File: src/sv/bst_pkg.sv
// Shared types and constants for the bounded sequence table.
package bst_pkg;

    localparam logic [2:0] CMD_INSERT_AT     = 3'd0;
    localparam logic [2:0] CMD_INSERT_SORTED = 3'd1;
    localparam logic [2:0] CMD_ERASE_AT      = 3'd2;
    localparam logic [2:0] CMD_REMOVE_MATCH  = 3'd3;
    localparam logic [2:0] CMD_READ_AT       = 3'd4;
    localparam logic [2:0] CMD_WRITE_AT      = 3'd5;
    localparam logic [2:0] CMD_FIND_FIRST    = 3'd6;

    localparam int CFG_WIDTH = 9;
    localparam logic [CFG_WIDTH-1:0] MAX_ITEMS_RESET = 9'd256;
    localparam logic [0:0] REG_MAX_ITEMS = 1'b0;

    // Operation broadcast from the controller to every cell.
    typedef enum logic [2:0] {
        OP_HOLD,
        OP_SHIFT_UP,
        OP_SHIFT_DOWN,
        OP_WRITE,
        OP_ROTATE
    } cell_op_t;

    typedef struct packed {
        cell_op_t op;
        logic     sel;
    } cell_ctl_t;

endpackage

File: src/sv/bst_cell.sv
// One storage cell of the table: holds an entry and trades it with its neighbors.
module bst_cell
    import bst_pkg::*;
#(
    parameter int VALUE_WIDTH = 32
)
(
    input  logic                   clk,
    input  cell_op_t               op,
    input  logic                   sel,
    input  logic                   up_en,
    input  logic                   down_en,
    input  logic [VALUE_WIDTH-1:0] prev_value,
    input  logic [VALUE_WIDTH-1:0] next_value,
    input  logic [VALUE_WIDTH-1:0] wr_value,
    output logic [VALUE_WIDTH-1:0] value
);

    logic [VALUE_WIDTH-1:0] value_reg;
    logic [VALUE_WIDTH-1:0] value_next;

    always_comb
    begin
        value_next = value_reg;
        case (op)
            OP_SHIFT_UP:
            begin
                if (sel)
                    value_next = wr_value;
                else if (up_en)
                    value_next = prev_value;
            end
            OP_SHIFT_DOWN:
            begin
                if (down_en)
                    value_next = next_value;
            end
            OP_WRITE:
            begin
                if (sel)
                    value_next = wr_value;
            end
            OP_ROTATE:
            begin
                // Advance cells below the tail, load the tail, hold the rest.
                if (sel)
                    value_next = wr_value;
                else if (!up_en)
                    value_next = next_value;
            end
            default:
            begin
                value_next = value_reg;
            end
        endcase
    end

    always_ff @(posedge clk)
    begin
        value_reg <= value_next;
    end

    assign value = value_reg;

endmodule

File: config.mk
export PLATFORM = sky130hd
export DESIGN_NAME = bst_cell
export DESIGN_NICKNAME = d
export VERILOG_FILES = /design/src/sv/bst_pkg.sv /design/src/sv/bst_cell.sv
export SDC_FILE = /design/constraint.sdc
export NUM_CORES = 1
export LEC_CHECK = 0
export BUFFER_PORTS_ARGS = -buffer_cell sky130_fd_sc_hd__buf_4
export CORE_ASPECT_RATIO = 1.5
export CORE_UTILIZATION = 47
export DETAILED_ROUTE_END_ITERATION = 6
export HOLD_SLACK_MARGIN = 0.03
export PLACE_DENSITY = 0.89
export SYNTH_ARGS = -nofsm -noshare
export SYNTH_HDL_FRONTEND = slang
export SYNTH_SLANG_ARGS = --single-unit
export TNS_END_PERCENT = 100
File: constraint.sdc
create_clock -name clk -period 3.47 [get_ports clk]
set_input_delay 0.1735 -clock clk [delete_from_list [all_inputs] [get_ports clk]]
set_output_delay 0.1735 -clock clk [all_outputs]
set_load 0.02 [all_outputs]
After elaboration in Yosys (flattened, before gate mapping). Index checks and enable logic that the tools add are counted.

Equality and inequality tests: 8. Multiplexer cells: 7. Reduce and logical (&&, ||, !) cells: 2.

Operators by type and width (number): $mux W32 (6); $pmux W32 S4 (1); $eq A3 B2 Y1 const B (2); $ne A3 B3 Y1 const B (2); $reduce_and A5 Y1 (1); $ne A2 B2 Y1 const B (2); $reduce_bool A4 Y1 (1); $eq A3 B1 Y1 const B (1); $eq A3 B3 Y1 const B (1).

Bits of input ports: 103. Word-level logic and storage cells: 18. Bits in registers: 32. Output and inout bits: 32.

Depth between registers and ports, before layout. Gate-level depths: netlist (run 1).

Depth after elaboration: 3. Mapped depth: 6. Mapped depth without buffers: 3.

Worst setup path after synthesis (run 1). No wires, ideal clock.

Path type: input -> register. Start: in op[0]. End: reg value_reg[0], in the netlist value[0] (enable). Data required time: 3037 ps. Cell stages on the path: 4. Arrival time: 2260 ps. Path slack: 778 ps. Path buffers: 2. Setup time: 433 ps. Cells stage by stage: buf_2 > buf_2 > nand2b_1 > o22ai_1.

Longest elaborated chain between the ends: 3. Elaborated cells between the ends (all ways): 10. Those cells by class: eq/ne (8); reduce/logical (2).

RTL lines: start: declaration (RTL line bst_cell.sv:9) `input cell_op_t op,`; $eq A3 B3 Y1, or another cell as far along (RTL line bst_cell.sv:25) `case (op)`; $ne A3 B3 Y1 (no line), or another cell as far along; $reduce_and A5 Y1 (no line) *; end signal: assignment (RTL line bst_cell.sv:60) `value_reg <= value_next;`; end: declaration (RTL line bst_cell.sv:19) `logic [VALUE_WIDTH-1:0] value_reg;`.

Every way passes the cells marked *; elsewhere a longest branch is shown, timed or not. A chain may end at the register's enable or synchronous reset.

Final worst setup path (run 1).
Start: in op[0]. End: reg value_reg[30], in the netlist value[30] (enable).

The elaborated chain is that of the path after synthesis.

==> run metrics, run 1 <==
status=finished, final reports clean; DRT antenna net count=0; Worst EP arrival=between 1500 and 2000 ps; crit start category=input port; max reg flops=32; Final Max Slew Viols=0; DR DRC count=0; post-CTS setup buffer count=0; Setup crit end kind=flip-flop; worst relative slew slack=26.4%; vias in the first global route=2671; Vert. Die Dim=around 95 um; Yosys cell types=21; starting density of the core=between 40 and 50%; MaxCap Viol Count=0; post-route setup slack=1470 ps; wirelength, routed=8.26 mm; CP cell instances=buf_4, nand2b_1, o22ai_4; Crit Path Category=in -> reg; Die X=approximately 64 um; drt via density=roughly 6.2; final setup vio count=0; core area=5490 um2; Crit path required time=3380 ps; DR WL/cell=18.3 um; initial antenna violation count=0; row count=33; area occupied by multi-input gates=1580 um2; Avg Cell Area, Syn=10.1 um2; all-layer global routing usage=about a quarter; RSZ-0062 raised after global routing=false; CTS Root Buffer Type=clkbuf_8; largest net degree at the start of global routing=70; fin crit period=~2000 ps; pre-CTS WS=~1200 ps; TNS Setup=0 ps; peak supply drop=about 0.25 mV; first-iteration detailed-routing DRC count=184; via count=around 2800; first-pass GRT wire length=12.3 mm; gr ovfl total=0; leakage=0.00167 uW; period utilization=about 58%; Crit-path slowest cell=o22ai_4; Max Clk Rate=0.499 GHz; fin nets=483; area delta synth->final=38.4%; IO Pins=135; hold path cells=2; CP max stage delay=850 ps; Power Dens Cells=330 nW/um2; Design Area, Final=roughly 3700 um2; Worst-Margin Slew=1100 ps; CTS tree=yes; Syn Inst Count=roughly 270; CTS Buf Count=5; drt pass-1 iters=5; IO buf count=134; FF+latch area=between 900 and 1000 um2; Hold Crit Class=in -> reg; Longest Clk Path Bufs=2; Worst-path clk slew=about 70 ps; YS warnings=0; Cell Area, Synth=2700 um2; ant diodes=0; sequential share of the synthesized area=35.6%; DP Area=roughly 3700 um2; syn_nets=371; hpwl dp=5.50 mm; Synth Register Bits=32; die area=6060 um2; H-tree depth=2; Layout fillers=489; routability cong.=0.825; layout cells sized above 1=38.3%; Post-CTS Hold Buffers=0; CTS Sinks=32; # resized after CTS=0; CP max FO=67; final hold violation count=0
==> cell usage after synthesis, drive strengths merged <==
cell     number  share of area (%)
a211o         1               0.65
a21oi         1               0.19
a222oi        1               0.37
a22oi         2               0.56
a2bb2oi      32                 10
buf          15                4.1
clkbuf       16                2.2
edfxtp       32                 36
inv           2               0.28
mux2i        32                 12
nand2b        4               0.93
nor2          1               0.14
nor2b        34                7.9
nor4         31                7.2
o211a        31                 11
o21ai        32                5.9
o22ai         1               0.23
==> metal layers <==
layer  GRT usage (%)  vias to the layer above  share of wire (%)
met4            16.3                        0                4.4
met5               0                        -                  0
met2            48.3                      140                 54
met3            4.23                       27                5.4
li1                -                     1296                  -
met1            28.4                     1343                 36
==> path summary, 6_finish.rpt <==
check                 startpoint                  end  slack, ps
setup / recovery           op[0]  value[30]$_DFFE_PP_       1470
hold / removal    prev_value[17]  value[17]$_DFFE_PP_        200
==> critical path, delay by kind of cell <==
kind,cells,cell delay (ps)
AO/OA/AOI/OAI,1,850
buffers and inverters,1,640
AND/OR/NAND/NOR,1,200
==> per-stage QoR <==
stage / hold WS [ps] / power [uW] / utilization, % / std cells
global route: 195 / 1280 / 68.0 / 451
floorplan: 406 / 755 / - / 268
finish: 204 / 1230 / 68.0 / 451
CTS: 197 / 1240 / 68.0 / 451
detailed placement: 499 / 960 / 66.5 / 443
global placement: 496 / 950 / 66.5 / 443
==> logic make-up after synthesis <==
logic type             synth area share [%]
AOI/OAI and AO/OA                      29.8
buffers and inverters                  6.58
DFF                                    35.6
muxes                                  11.9
and+or+nand+nor                        16.1
==> cells in the final DEF (no fill, tap or decap) <==
cell type / instances
buf_4: 136
nor2b_1: 33
mux2i_1: 32
a2bb2oi_1: 32
edfxtp_1: 32
nor4_1: 31
o211a_1: 31
o21ai_0: 21
o21ai_1: 11
clkbuf_8: 5
nand2b_1: 4
inv_1: 2
a22oi_1: 2
clkinv_2: 2
nor2b_2: 1
a222oi_1: 1
nor2_1: 1
a211o_4: 1
a21oi_1: 1
o22ai_4: 1
clkinv_1: 1
==> report_power, final <==
group	switching [uW]	internal, uW	total, uW
clock network	143	136	279
logic	226	224	450
registers	16.5	488	504
==> final cells by class <==
| cell class | instances | share of cell area (%) |
|---|---|---|
| tap | 70 | 2.34 |
| clock inverter | 3 | 0.368 |
| sequential | 32 | 25.7 |
| inverter | 2 | 0.201 |
| multi-input combinational | 203 | 42.2 |
| timing repair buffer | 136 | 27.3 |
| clock buffer | 5 | 1.84 |
Note: power is estimated with default switching activity, not from simulation.
==> run 2, diff against run 1 <==
CORE_UTILIZATION = 42   (was 47)
PLACE_DENSITY = 0.84   (was 0.89)
clock period = 1.7 ns   (was 3.47 ns; I/O delays follow)
==> run 2 against run 1 <==
Effect of this change: clock power grew 110%; sequential share of layout area decreased by 0.90 points; highest routed layer unchanged; first-iteration DRC count is 35% higher; sequential power increased by 100%; via count rose by 1.0%.
==> run metrics, run 2 (synthesis gave the netlist of run 1 again) <==
status=finished, final reports clean (unchanged); period utilization=72.9%; wirelength, routed=8.54 mm (was 8.26 mm); IO Pins=135 (unchanged); Max Clk Rate=~0.81 GHz; TNS Setup=0 ps (unchanged); Worst-Margin Slew=365 ps (was 1100 ps); drt pass-1 iters=4 (was 5); final setup vio count=0 (unchanged); peak supply drop=0.416 mV (was 0.250 mV); commonest non-fill, non-tap cell in the layout=buf_4 (unchanged); row count=35 (was 33); H-tree depth=2 (unchanged); Hold Crit Class=in -> reg (unchanged); ant diodes=0 (unchanged); fin nets=494 (was 483); Longest Clk Path Bufs=2 (unchanged); Setup crit end kind=flip-flop (unchanged); die area=6760 um2 (was 6060 um2); layout cells sized above 1=39.5% (was 38.3%); initial antenna violation count=0 (unchanged); crit start category=input port (unchanged); DR WL/cell=18.3 um (about the same); max reg flops=32 (unchanged); Power Dens Cells=665 nW/um2 (was 330 nW/um2); CTS Sinks=32 (unchanged); largest net degree at the start of global routing=32 (was 70); met3 WL=488 um (was 447 um); leakage=0.00174 uW (was 0.00167 uW); Worst-path clk slew=70 ps (about the same); CTS tree=yes (unchanged); fin crit period=~1200 ps; top routing layer used=met4 (unchanged); Post-CTS Hold Buffers=0 (unchanged); core area=6170 um2 (was 5490 um2); all-layer global routing usage=26.2% (was 26.6%); post-route setup slack=461 ps (was 1470 ps); CTS Buf Count=5 (unchanged); starting density of the core=43.7% (was 49.1%); Crit Path Category=in -> reg (unchanged); CTS Root Buffer Type=clkbuf_8 (unchanged); via count=2834 (was 2806); most frequent cells in the layout=buf_4, nor2b_1, mux2i_1, a2bb2oi_1, edfxtp_1 (unchanged); MaxCap Viol Count=0 (unchanged); post-CTS setup buffer count=0 (unchanged); DRT antenna net count=0 (unchanged); Routed met1 length=3.11 mm (was 3.01 mm); Final Max Slew Viols=0 (unchanged); Crit path required time=1680 ps (was 3380 ps); IO buf count=134 (unchanged); pre-CTS WS=171 ps (was 1190 ps); first-iteration detailed-routing DRC count=248 (was 184); Die X=67.5 um (was 63.9 um); DR DRC count=0 (unchanged); RSZ-0062 raised after global routing=false (unchanged); routability cong.=0.817 (was 0.825); hpwl dp=6.16 mm (was 5.50 mm); vias in the first global route=2868 (was 2671); first-pass GRT wire length=13.4 mm (was 12.3 mm); Vert. Die Dim=100 um (was 94.8 um); area delta synth->final=43.4% (was 38.4%); worst relative slew slack=75.7% (was 26.4%); CP max FO=15 (was 67); wire length on met2=4.64 mm (was 4.43 mm); final hold violation count=0 (unchanged); Worst EP arrival=1210 ps (was 1910 ps); gr ovfl total=0 (unchanged); # resized after CTS=0 (unchanged); drt via density=6.08 (was 6.22)
==> run 2: changes by cell type in the layout (fill, tap and decap cells not counted), sizes merged <==
cell	previous run	this run
buf	136	147
clkinv	3	1
clkbuf	5	7
==> run 2: layout make-up <==
class                           count  area [um2]
Fill cell                         520        2300
Inverter                            2        7.51
Timing Repair Buffer              147        1150
Sequential cell                    32         961
Multi-Input combinational cell    203        1580
Tap cell                           74        92.6
Clock buffer                        7        76.3
Clock inverter                      1        3.75
==> run 2: final timing paths <==
path	end	depth (start not counted)	start	slack [ps]
worst min-delay path	value[0]$_DFFE_PP_	2	prev_value[0]	110
worst max-delay path	value[23]$_DFFE_PP_	5	op[1]	460
==> run 2: routing by layer <==
layer | vias up | track usage (%)
met4 | 0 | 12.6
met3 | 23 | 3.52
met5 | - | 0
met1 | 1354 | 31.1
li1 | 1325 | -
met2 | 132 | 45.2
==> run 2: through the flow <==
step / total power (uW) / instances / hold slack [ps] / util, % / area [um2]
floorplan: 1540 / 268 / 317 / - / 2710
global placement: 1980 / 458 / 403 / 61.4 / 3790
detailed placement: 2000 / 458 / 408 / 61.4 / 3790
CTS: 2570 / 466 / 112 / 62.7 / 3870
global route: 2670 / 466 / 110 / 62.7 / 3870
finish: 2570 / 466 / 114 / 62.7 / 3870
==> run 2: report_power, final <==
| group | total [uW] | internal (uW) | switching (uW) | leakage (uW) |
|---|---|---|---|---|
| combinational | 960 | 490 | 470 | 0.00139 |
| clock | 586 | 286 | 301 | 0.0000399 |
| sequential | 1030 | 994 | 33.6 | 0.000306 |
| total | 2570 | 1770 | 805 | 0.00174 |
==> run 2: critical path: stages <==
cell and delay (ps):
buf_4 200, nor2b_2 280, a22oi_1 160, o22ai_4 210, buf_4 270
