--- src/sv/bst_pkg.sv ---
// Shared types and constants for the bounded sequence table.
package bst_pkg;

    localparam logic [2:0] CMD_INSERT_AT     = 3'd0;
    localparam logic [2:0] CMD_INSERT_SORTED = 3'd1;
    localparam logic [2:0] CMD_ERASE_AT      = 3'd2;
    localparam logic [2:0] CMD_REMOVE_MATCH  = 3'd3;
    localparam logic [2:0] CMD_READ_AT       = 3'd4;
    localparam logic [2:0] CMD_WRITE_AT      = 3'd5;
    localparam logic [2:0] CMD_FIND_FIRST    = 3'd6;

    localparam int CFG_WIDTH = 9;
    localparam logic [CFG_WIDTH-1:0] MAX_ITEMS_RESET = 9'd256;
    localparam logic [0:0] REG_MAX_ITEMS = 1'b0;

    // Operation broadcast from the controller to every cell.
    typedef enum logic [2:0] {
        OP_HOLD,
        OP_SHIFT_UP,
        OP_SHIFT_DOWN,
        OP_WRITE,
        OP_ROTATE
    } cell_op_t;

    typedef struct packed {
        cell_op_t op;
        logic     sel;
    } cell_ctl_t;

endpackage

--- src/sv/bst_ctrl.sv ---
// Command sequencer: scans, rotates and shifts the cell chain.
module bst_ctrl
    import bst_pkg::*;
#(
    parameter int CAPACITY    = 256,
    parameter int VALUE_WIDTH = 32,
    parameter int PW          = 9
)
(
    input  logic                   clk,
    input  logic                   rst_n,
    input  logic                   start,
    input  logic [2:0]             cmd,
    input  logic [PW-1:0]          position,
    input  logic [VALUE_WIDTH-1:0] value_in,
    input  logic [CFG_WIDTH-1:0]   max_items,
    input  logic [VALUE_WIDTH-1:0] head_value,
    input  logic [VALUE_WIDTH-1:0] pos_value,
    output logic                   busy,
    output cell_ctl_t              ctl,
    output logic [PW-1:0]          ctl_pos,
    output logic [VALUE_WIDTH-1:0] ctl_value,
    output logic                   done,
    output logic                   ok,
    output logic [7:0]             index,
    output logic [31:0]            read_value,
    output logic [8:0]             removed_count,
    output logic [8:0]             count,
    output logic                   is_empty
);

    localparam logic [2:0] ST_IDLE   = 3'd0;
    localparam logic [2:0] ST_SCAN   = 3'd1;
    localparam logic [2:0] ST_APPLY  = 3'd2;
    localparam logic [2:0] ST_REMOVE = 3'd3;
    localparam logic [2:0] ST_DONE   = 3'd4;

    localparam logic [PW-1:0] CAP = PW'(CAPACITY);

    logic [2:0]             state_reg, state_next;
    logic [2:0]             cmd_reg, cmd_next;
    logic [PW-1:0]          pos_reg, pos_next;
    logic [VALUE_WIDTH-1:0] val_reg, val_next;
    logic [PW-1:0]          count_reg, count_next;
    logic [PW-1:0]          iter_reg, iter_next;
    logic [PW-1:0]          kept_reg, kept_next;
    logic                   found_reg, found_next;
    logic [PW-1:0]          hit_reg, hit_next;
    logic                   ok_reg, ok_next;
    logic [7:0]             idx_reg, idx_next;
    logic [31:0]            rd_reg, rd_next;
    logic [8:0]             rem_reg, rem_next;
    logic                   done_reg, done_next;
    logic [PW-1:0]          limit;
    logic                   can_insert;

    always_comb
    begin
        if (PW'(max_items) > CAP)
            limit = CAP;
        else
            limit = PW'(max_items);
        can_insert = (count_reg < limit) && (count_reg < CAP);
    end

    always_comb
    begin
        state_next = state_reg;
        cmd_next   = cmd_reg;
        pos_next   = pos_reg;
        val_next   = val_reg;
        count_next = count_reg;
        iter_next  = iter_reg;
        kept_next  = kept_reg;
        found_next = found_reg;
        hit_next   = hit_reg;
        ok_next    = ok_reg;
        idx_next   = idx_reg;
        rd_next    = rd_reg;
        rem_next   = rem_reg;
        done_next  = 1'b0;
        ctl.op     = OP_HOLD;
        ctl.sel    = 1'b0;
        ctl_pos    = pos_reg;
        ctl_value  = val_reg;
        case (state_reg)
            ST_IDLE:
            begin
                if (start)
                begin
                    cmd_next   = cmd;
                    pos_next   = position;
                    val_next   = value_in;
                    iter_next  = '0;
                    kept_next  = count_reg;
                    found_next = 1'b0;
                    hit_next   = count_reg;
                    ok_next    = 1'b0;
                    idx_next   = '0;
                    rd_next    = '0;
                    rem_next   = '0;
                    case (cmd)
                        CMD_INSERT_SORTED, CMD_FIND_FIRST:
                            state_next = (count_reg == '0) ? ST_APPLY : ST_SCAN;
                        CMD_REMOVE_MATCH:
                            state_next = (count_reg == '0) ? ST_DONE : ST_REMOVE;
                        default:
                            state_next = ST_APPLY;
                    endcase
                end
            end
            ST_SCAN:
            begin
                // Rotate the live entries once, checking the head cell each step.
                ctl.op    = OP_ROTATE;
                ctl_pos   = count_reg - 1'b1;
                ctl_value = head_value;
                iter_next = iter_reg + 1'b1;
                if (!found_reg)
                begin
                    if (cmd_reg == CMD_FIND_FIRST ? head_value == val_reg
                                                  : val_reg <= head_value)
                    begin
                        found_next = 1'b1;
                        hit_next   = iter_reg;
                    end
                end
                if (iter_reg == count_reg - 1'b1)
                    state_next = ST_APPLY;
            end
            ST_REMOVE:
            begin
                // Rotate the live entries through the head; drop a match off the tail.
                ctl.op    = OP_ROTATE;
                ctl_pos   = kept_reg - 1'b1;
                ctl_value = head_value;
                iter_next = iter_reg + 1'b1;
                if (head_value == val_reg)
                begin
                    rem_next  = rem_reg + 1'b1;
                    kept_next = kept_reg - 1'b1;
                end
                if (iter_reg == count_reg - 1'b1)
                begin
                    count_next = kept_next;
                    state_next = ST_DONE;
                end
            end
            ST_APPLY:
            begin
                state_next = ST_DONE;
                case (cmd_reg)
                    CMD_INSERT_AT:
                    begin
                        if (can_insert && pos_reg <= count_reg)
                        begin
                            ctl.op     = OP_SHIFT_UP;
                            count_next = count_reg + 1'b1;
                            ok_next    = 1'b1;
                        end
                    end
                    CMD_INSERT_SORTED:
                    begin
                        ctl_pos = hit_reg;
                        if (can_insert)
                        begin
                            ctl.op     = OP_SHIFT_UP;
                            count_next = count_reg + 1'b1;
                            ok_next    = 1'b1;
                            idx_next   = hit_reg[7:0];
                        end
                    end
                    CMD_ERASE_AT:
                    begin
                        if (pos_reg < count_reg)
                        begin
                            ctl.op     = OP_SHIFT_DOWN;
                            count_next = count_reg - 1'b1;
                            ok_next    = 1'b1;
                        end
                    end
                    CMD_READ_AT:
                    begin
                        if (pos_reg < count_reg)
                        begin
                            ok_next = 1'b1;
                            rd_next = 32'(pos_value);
                        end
                    end
                    CMD_WRITE_AT:
                    begin
                        if (pos_reg < count_reg)
                        begin
                            ctl.op  = OP_WRITE;
                            ok_next = 1'b1;
                        end
                    end
                    CMD_FIND_FIRST:
                    begin
                        if (found_reg)
                        begin
                            ok_next  = 1'b1;
                            idx_next = hit_reg[7:0];
                        end
                    end
                    default:
                    begin
                        ok_next = 1'b0;
                    end
                endcase
            end
            ST_DONE:
            begin
                if (cmd_reg == CMD_REMOVE_MATCH)
                    ok_next = 1'b1;
                done_next  = 1'b1;
                state_next = ST_IDLE;
            end
            default:
            begin
                state_next = ST_IDLE;
            end
        endcase
    end

    always_ff @(posedge clk or negedge rst_n)
    begin
        if (!rst_n)
        begin
            state_reg <= ST_IDLE;
            count_reg <= '0;
            done_reg  <= 1'b0;
        end
        else
        begin
            state_reg <= state_next;
            count_reg <= count_next;
            done_reg  <= done_next;
        end
    end

    always_ff @(posedge clk)
    begin
        cmd_reg   <= cmd_next;
        pos_reg   <= pos_next;
        val_reg   <= val_next;
        iter_reg  <= iter_next;
        kept_reg  <= kept_next;
        found_reg <= found_next;
        hit_reg   <= hit_next;
        ok_reg    <= ok_next;
        idx_reg   <= idx_next;
        rd_reg    <= rd_next;
        rem_reg   <= rem_next;
    end

    assign busy          = (state_reg != ST_IDLE);
    assign done          = done_reg;
    assign ok            = ok_reg;
    assign index         = idx_reg;
    assign read_value    = rd_reg;
    assign removed_count = rem_reg;
    assign count         = 9'(count_reg);
    assign is_empty      = (count_reg == '0);

endmodule

--- config.mk ---
export PLATFORM = sky130hd
export DESIGN_NAME = bst_ctrl
export DESIGN_NICKNAME = d
export VERILOG_FILES = /design/src/sv/bst_pkg.sv /design/src/sv/bst_ctrl.sv
export SDC_FILE = /design/constraint.sdc
export NUM_CORES = 1
export LEC_CHECK = 0
export ABC_AREA = 1
export BUFFER_PORTS_ARGS = -buffer_cell sky130_fd_sc_hd__buf_2
export CAP_MARGIN = 40
export CORE_UTILIZATION = 50
export DETAILED_ROUTE_END_ITERATION = 8
export GPL_TIMING_DRIVEN = 0
export PLACE_DENSITY_LB_ADDON = 0.1
export SETUP_SLACK_MARGIN = 0.15
export SLEW_MARGIN = 15
export SYNTH_ARGS = -nofsm -noshare
export SYNTH_HDL_FRONTEND = slang
export SYNTH_SLANG_ARGS = --single-unit
--- constraint.sdc ---
create_clock -name clk -period 5.46 [get_ports clk]
set_input_delay 0.819 -clock clk [delete_from_list [all_inputs] [get_ports clk]]
set_output_delay 0.819 -clock clk [all_outputs]
set_load 0.02 [all_outputs]
== Word-level counts from Yosys, hierarchy flattened ==
Cells that the tools add are included.

* Magnitude comparators: 6
* Multiply operators: 0
* Bitwise gates (word level): 0
* Divide/modulo/power cells: 0
* Reduce and logical (&&, ||, !) cells: 26
* Shifts and indexed selects: 0
* Muxes and demuxes: 55
* Eq/ne operators: 31
* $add $sub $neg: 5

{| class="wikitable"
|+ Operator list
! operator !! count
|-
| 32-bit two-way mux || 4
|-
| 9-bit two-way mux || 12
|-
| 9-bit one-hot mux with 2 select lines || 5
|-
| 32-bit one-hot mux with 2 select lines || 1
|-
| 9-bit one-hot mux with 3 select lines || 2
|-
| 32-bit == test || 1
|-
| 32-bit <= comparator || 1
|-
| 8-bit one-hot mux with 2 select lines || 2
|-
| 9-bit by 1-bit adder with 9-bit output, second input constant || 3
|-
| 8-bit two-way mux || 3
|-
| 9-bit < comparator || 2
|-
| 9-bit by 1-bit subtractor with 9-bit output, second input constant || 2
|-
| 2-bit inequality test, second input constant || 8
|-
| 3-bit by 2-bit == test with 1-bit output, second input constant || 5
|-
| 3-bit == test, second input constant || 5
|-
| 3-bit inequality test, second input constant || 5
|-
| 1-bit two-way mux || 12
|-
| 3-bit two-way mux || 4
|-
| 3-bit one-hot mux with 2 select lines || 2
|-
| 3-bit one-hot mux with 4 select lines || 1
|-
| 2-bit nonzero test || 5
|-
| 3-bit by 1-bit == test with 1-bit output, second input constant || 3
|-
| 9-bit == test || 1
|-
| 9-bit > comparator, second input constant || 1
|-
| other kinds (22) || 33
|}

* Bits in latches: 0
* Memories: 0
* Flip-flop bits (word level): 135
* Output and inout port bits: 107
* Bits in read-only memories: 0
* RAM bits: 0

== Depth between registers and ports, before layout ==
* Depth after elaboration: 8
* Gate-level depth with buffers: 17

== Least setup slack after synthesis ==
No wires, ideal clock.

* Path kind: flip-flop to flip-flop
* Start: reg count_reg[3], in the netlist count[3]
* End: reg rd_reg[0], in the netlist read_value[0] (enable)
* Slack: 0.268 ns
* Clock period less this slack: 5.192 ns
* Arrival: 4.690 ns
* Data required time: 4.959 ns
* Stages on the path, launching flop included: 13
* Cells stage by stage: dfrtp_1 buf_6 clkinv_1 ha_1 nand2_1 inv_1 nand2_1 nand3_1 nand2_1 nand2_1 nand2_1 o21ai_0 nor4_1

* Word-level cells in the longest chain between the ends: 3

{| class="wikitable"
|+ Ends and longest elaborated chain
! item !! line !! RTL
|-
| start: declaration || bst_ctrl.sv:44 || <nowiki>logic [PW-1:0] count_reg, count_next;</nowiki>
|-
| start signal: assignment || bst_ctrl.sv:237 || <nowiki>count_reg <= count_next;</nowiki>
|-
| 9-bit < comparator || bst_ctrl.sv:184 || <nowiki>if (pos_reg < count_reg)</nowiki>
|-
| 2-bit inequality test (no line) || n/a ||
|-
| 4-bit AND reduction (no line) || n/a ||
|-
| end signal: assignment || bst_ctrl.sv:253 || <nowiki>rd_reg <= rd_next;</nowiki>
|-
| end: declaration || bst_ctrl.sv:51 || <nowiki>logic [31:0] rd_reg, rd_next;</nowiki>
|}

Every way passes these cells.
A chain may end at the register's enable or synchronous reset.

==> summary.txt <==
Timing
  • Final cycle utilization of the critical path: 72.0%
  • Final Max Slew Viols: 0
  • Max Freq: 0.254 GHz
  • Slew @ Worst Pin: around 0.8 ns
  • Slew margin rel.: between 40% and 50%
  • Setup TNS: 0 ns
  • Final Skew: 0.00618 ns
  • Min cycle time layout: ~4 ns
  • Setup violations, final: 0
  • Hold Violations, Final: 0
  • Worst setup margin: 1.53 ns
  • Unrepaired setup endpoints after global routing: false

Floorplan
  • DIE WIDTH: 131 um
  • Initial core utilization: 51.9%
  • Die Height: 131 um
  • Die area: 17,300 um2
  • Row cnt: 46
  • Core area: 16,100 um2
  • Io pins: 227

Final layout
  • Multi-input logic area: 3700 um2
  • Final Core Density: about 65%
  • Area Overhead vs Synth: 24.4%
  • Share of cells above drive strength 1: approximately 26%
  • FILL cells: around 1,500
  • Final Net Count: approximately 1,400
  • Reg area: 3990 um2
  • Ant. Diodes: 0
  • Layout Cells excl Fill: 1,460

Clock tree
  • Deepest level of the CTS H-tree: 4
  • CTS tree: yes
  • Hold buffers post-CTS: 0
  • Gates resized, CTS repair: 0
  • Clock sink count: 135
  • Post-CTS setup buffers: 0
  • Clk root buf: clkbuf_16
  • Number of CTS-inserted buffers: 17
  • Clock Latency Late Sink: 0.42 ns
  • Clk slew on worst S/H paths: 0.05 ns
  • CTS Buffer Depth: 2

Place
  • Placement Setup Slack: 1.55 ns
  • Post-DP HPWL: around 17,000 um
  • Port bufs: 225
  • Placed Cells incl. Taps: 1,430
  • Routability congestion estimate from global placement: 0.947

Power
  • Post-layout power: 6430 uW
  • Max VDD drop: 0.380 mV
  • Cell Pwr Density: a little over 600 nW/um2
  • Leakage: 0.00509 uW

Global routing
  • Largest net degree at the start of global routing: 29
  • First-pass GRT wire length: between 30,000 and 40,000 um
  • GR Layer Usage met3: 5.52%
  • Met1 global-route usage: 35.6%
  • Total track usage: 26.2%
  • Met2 usage: approximately two fifths
  • Gr ovfl total: 0
  • Initial antenna violation count: 0
  • Vias in the first global route: 6,851
  • GR peak layer: met2

Logic synthesis
  • Most numerous cell in the Yosys netlist: nand2_1
  • Synth warn: 0
  • Synth cell count leaders: 246 x nand2_1, 126 x inv_1, 122 x edfxtp_1
  • FF+latch count, synth: 135
  • Count of flip-flops with a built-in enable after synthesis: 122
  • Post-Syn Area per Cell: approximately 8.5 um2
  • Syn Std Cell Area: 8370 um2
  • Area leader, netlist: edfxtp_1
  • Synthesized instance count: 983
  • Synthesized Nets: about 1,200
  • Synth Flop Type: edfxtp_1
  • Seq/Total Area, Yosys: between 40% and 50%
  • Synth unique cells: 49
  • Top-area cell type share of the netlist area: 43.8%
  • Async set-or-reset flop fraction in the synthesized netlist: between 9 and 10%
  • Synth top area cells: edfxtp_1 44%, nand2_1 11%, ha_1 8.1%

Worst setup path
  • Crit path cell chain: buf_2, nor4_1, nand3_1, nand2_1, nand2_1, ha_1, a21oi_1, nor2_1, nor2_1, nand2_1, nor2_1, nand3_1, a31oi_1, buf_2
  • Crit path DAT: 3.11 ns
  • Setup crit start kind: input pin
  • Crit Path Max Fanout: 6
  • Worst EP required: around 4.6 ns
  • CP Capture Type: primary output
  • Max incr delay on CP: 0.33 ns
  • CP max-delay cell: nor4_1
  • Critical path class: input pin to primary output

Routing
  • Final ANT Viol Nets: 0
  • Via count: 7,559
  • DRC: 0
  • Drt via density: 5.18
  • WL per Instance: 15.2 um
  • DRT Wirelength: between 20,000 and 25,000 um
  • Drt pass-1 iters: 6
  • Initial DRC count: 610

Hold path
  • HP Class: input pin to asynchronous set/reset pin

Outcome
  • Outcome: complete, no violations

Flow run
  • Max-Cap Viols: 0
-- where the power goes --
part	switching, uW	internal [uW]	total [uW]
clock network	413	750	1160
logic	2270	989	3260
registers	278	1730	2010
total	2960	3470	6430
-- stage by stage --
step	cell area, um2	hold WS, ns
3_5_place_dp	9820	0.608
3_3_place_gp	9760	0.591
4_1_cts	10400	0.289
6_report	10400	0.284
5_1_grt	10400	0.304
2_1_floorplan	8370	0.523
-- layout by cell type (no fill, tap or decap), types with 9 or more instances in the layout --
master	instances
buf_2	238
o21ai_0	74
clkbuf_1	13
a21oi_1	34
edfxtp_1	122
inv_1	126
clkbuf_16	17
nand3_1	65
dfrtp_1	13
nand2_1	246
xor2_1	11
nor2_4	9
inv_2	13
ha_1	54
nand4_1	9
nor2_1	106
-- kinds of logic after synthesis --
kind of cell	synth area share [%]
XOR/XNOR	1.57
flip-flops	47.7
adder cells (fa/ha/maj)	8.08
AND/OR/NAND/NOR	25.4
other	0.0448
buffers and inverters	8.20
AO/OA/AOI/OAI	9.03
-- worst paths after layout --
path	startpoint	slack, ns	endpoint	cells past startpoint
max	max_items[4]	1.53	ctl[1]	14
min	rst_n	0.28	done	1
max reg2reg	count[3]	1.94	read_value[23]	15
min reg2reg	removed_count[0]	0.62	removed_count[0]	1
max in group asynchronous	rst_n	4.94	count[6]	1
min in group clk	value_in[7]	0.57	val_reg[7]	1
-- worst max-delay path: cells and delay by family --
kind            cells  cell delay (ns)
simple gates        9             1.26
buf+inv             2             0.33
fa+ha+maj           1             0.30
compound gates      2             0.40
-- routing by layer --
| metal | vias to the layer above | wire length [um] |
|---|---|---|
| met5 | - | 0 |
| met4 | 0 | 497 |
| met3 | 34 | 1830 |
| met2 | 344 | 10200 |
| met1 | 3409 | 9710 |
| li1 | 3772 | - |
-- final cells by class --
type | instances | area share (%)
well taps | 216 | 2.60
multi-input cells | 681 | 35.6
inverters | 140 | 5.05
flip-flops and latches | 135 | 38.3
plain buffers | 27 | 1.54
repair buffers | 231 | 11.2
clock inverters | 12 | 1.54
clock buffers | 18 | 4.12
(Power assumes the default switching activity.)
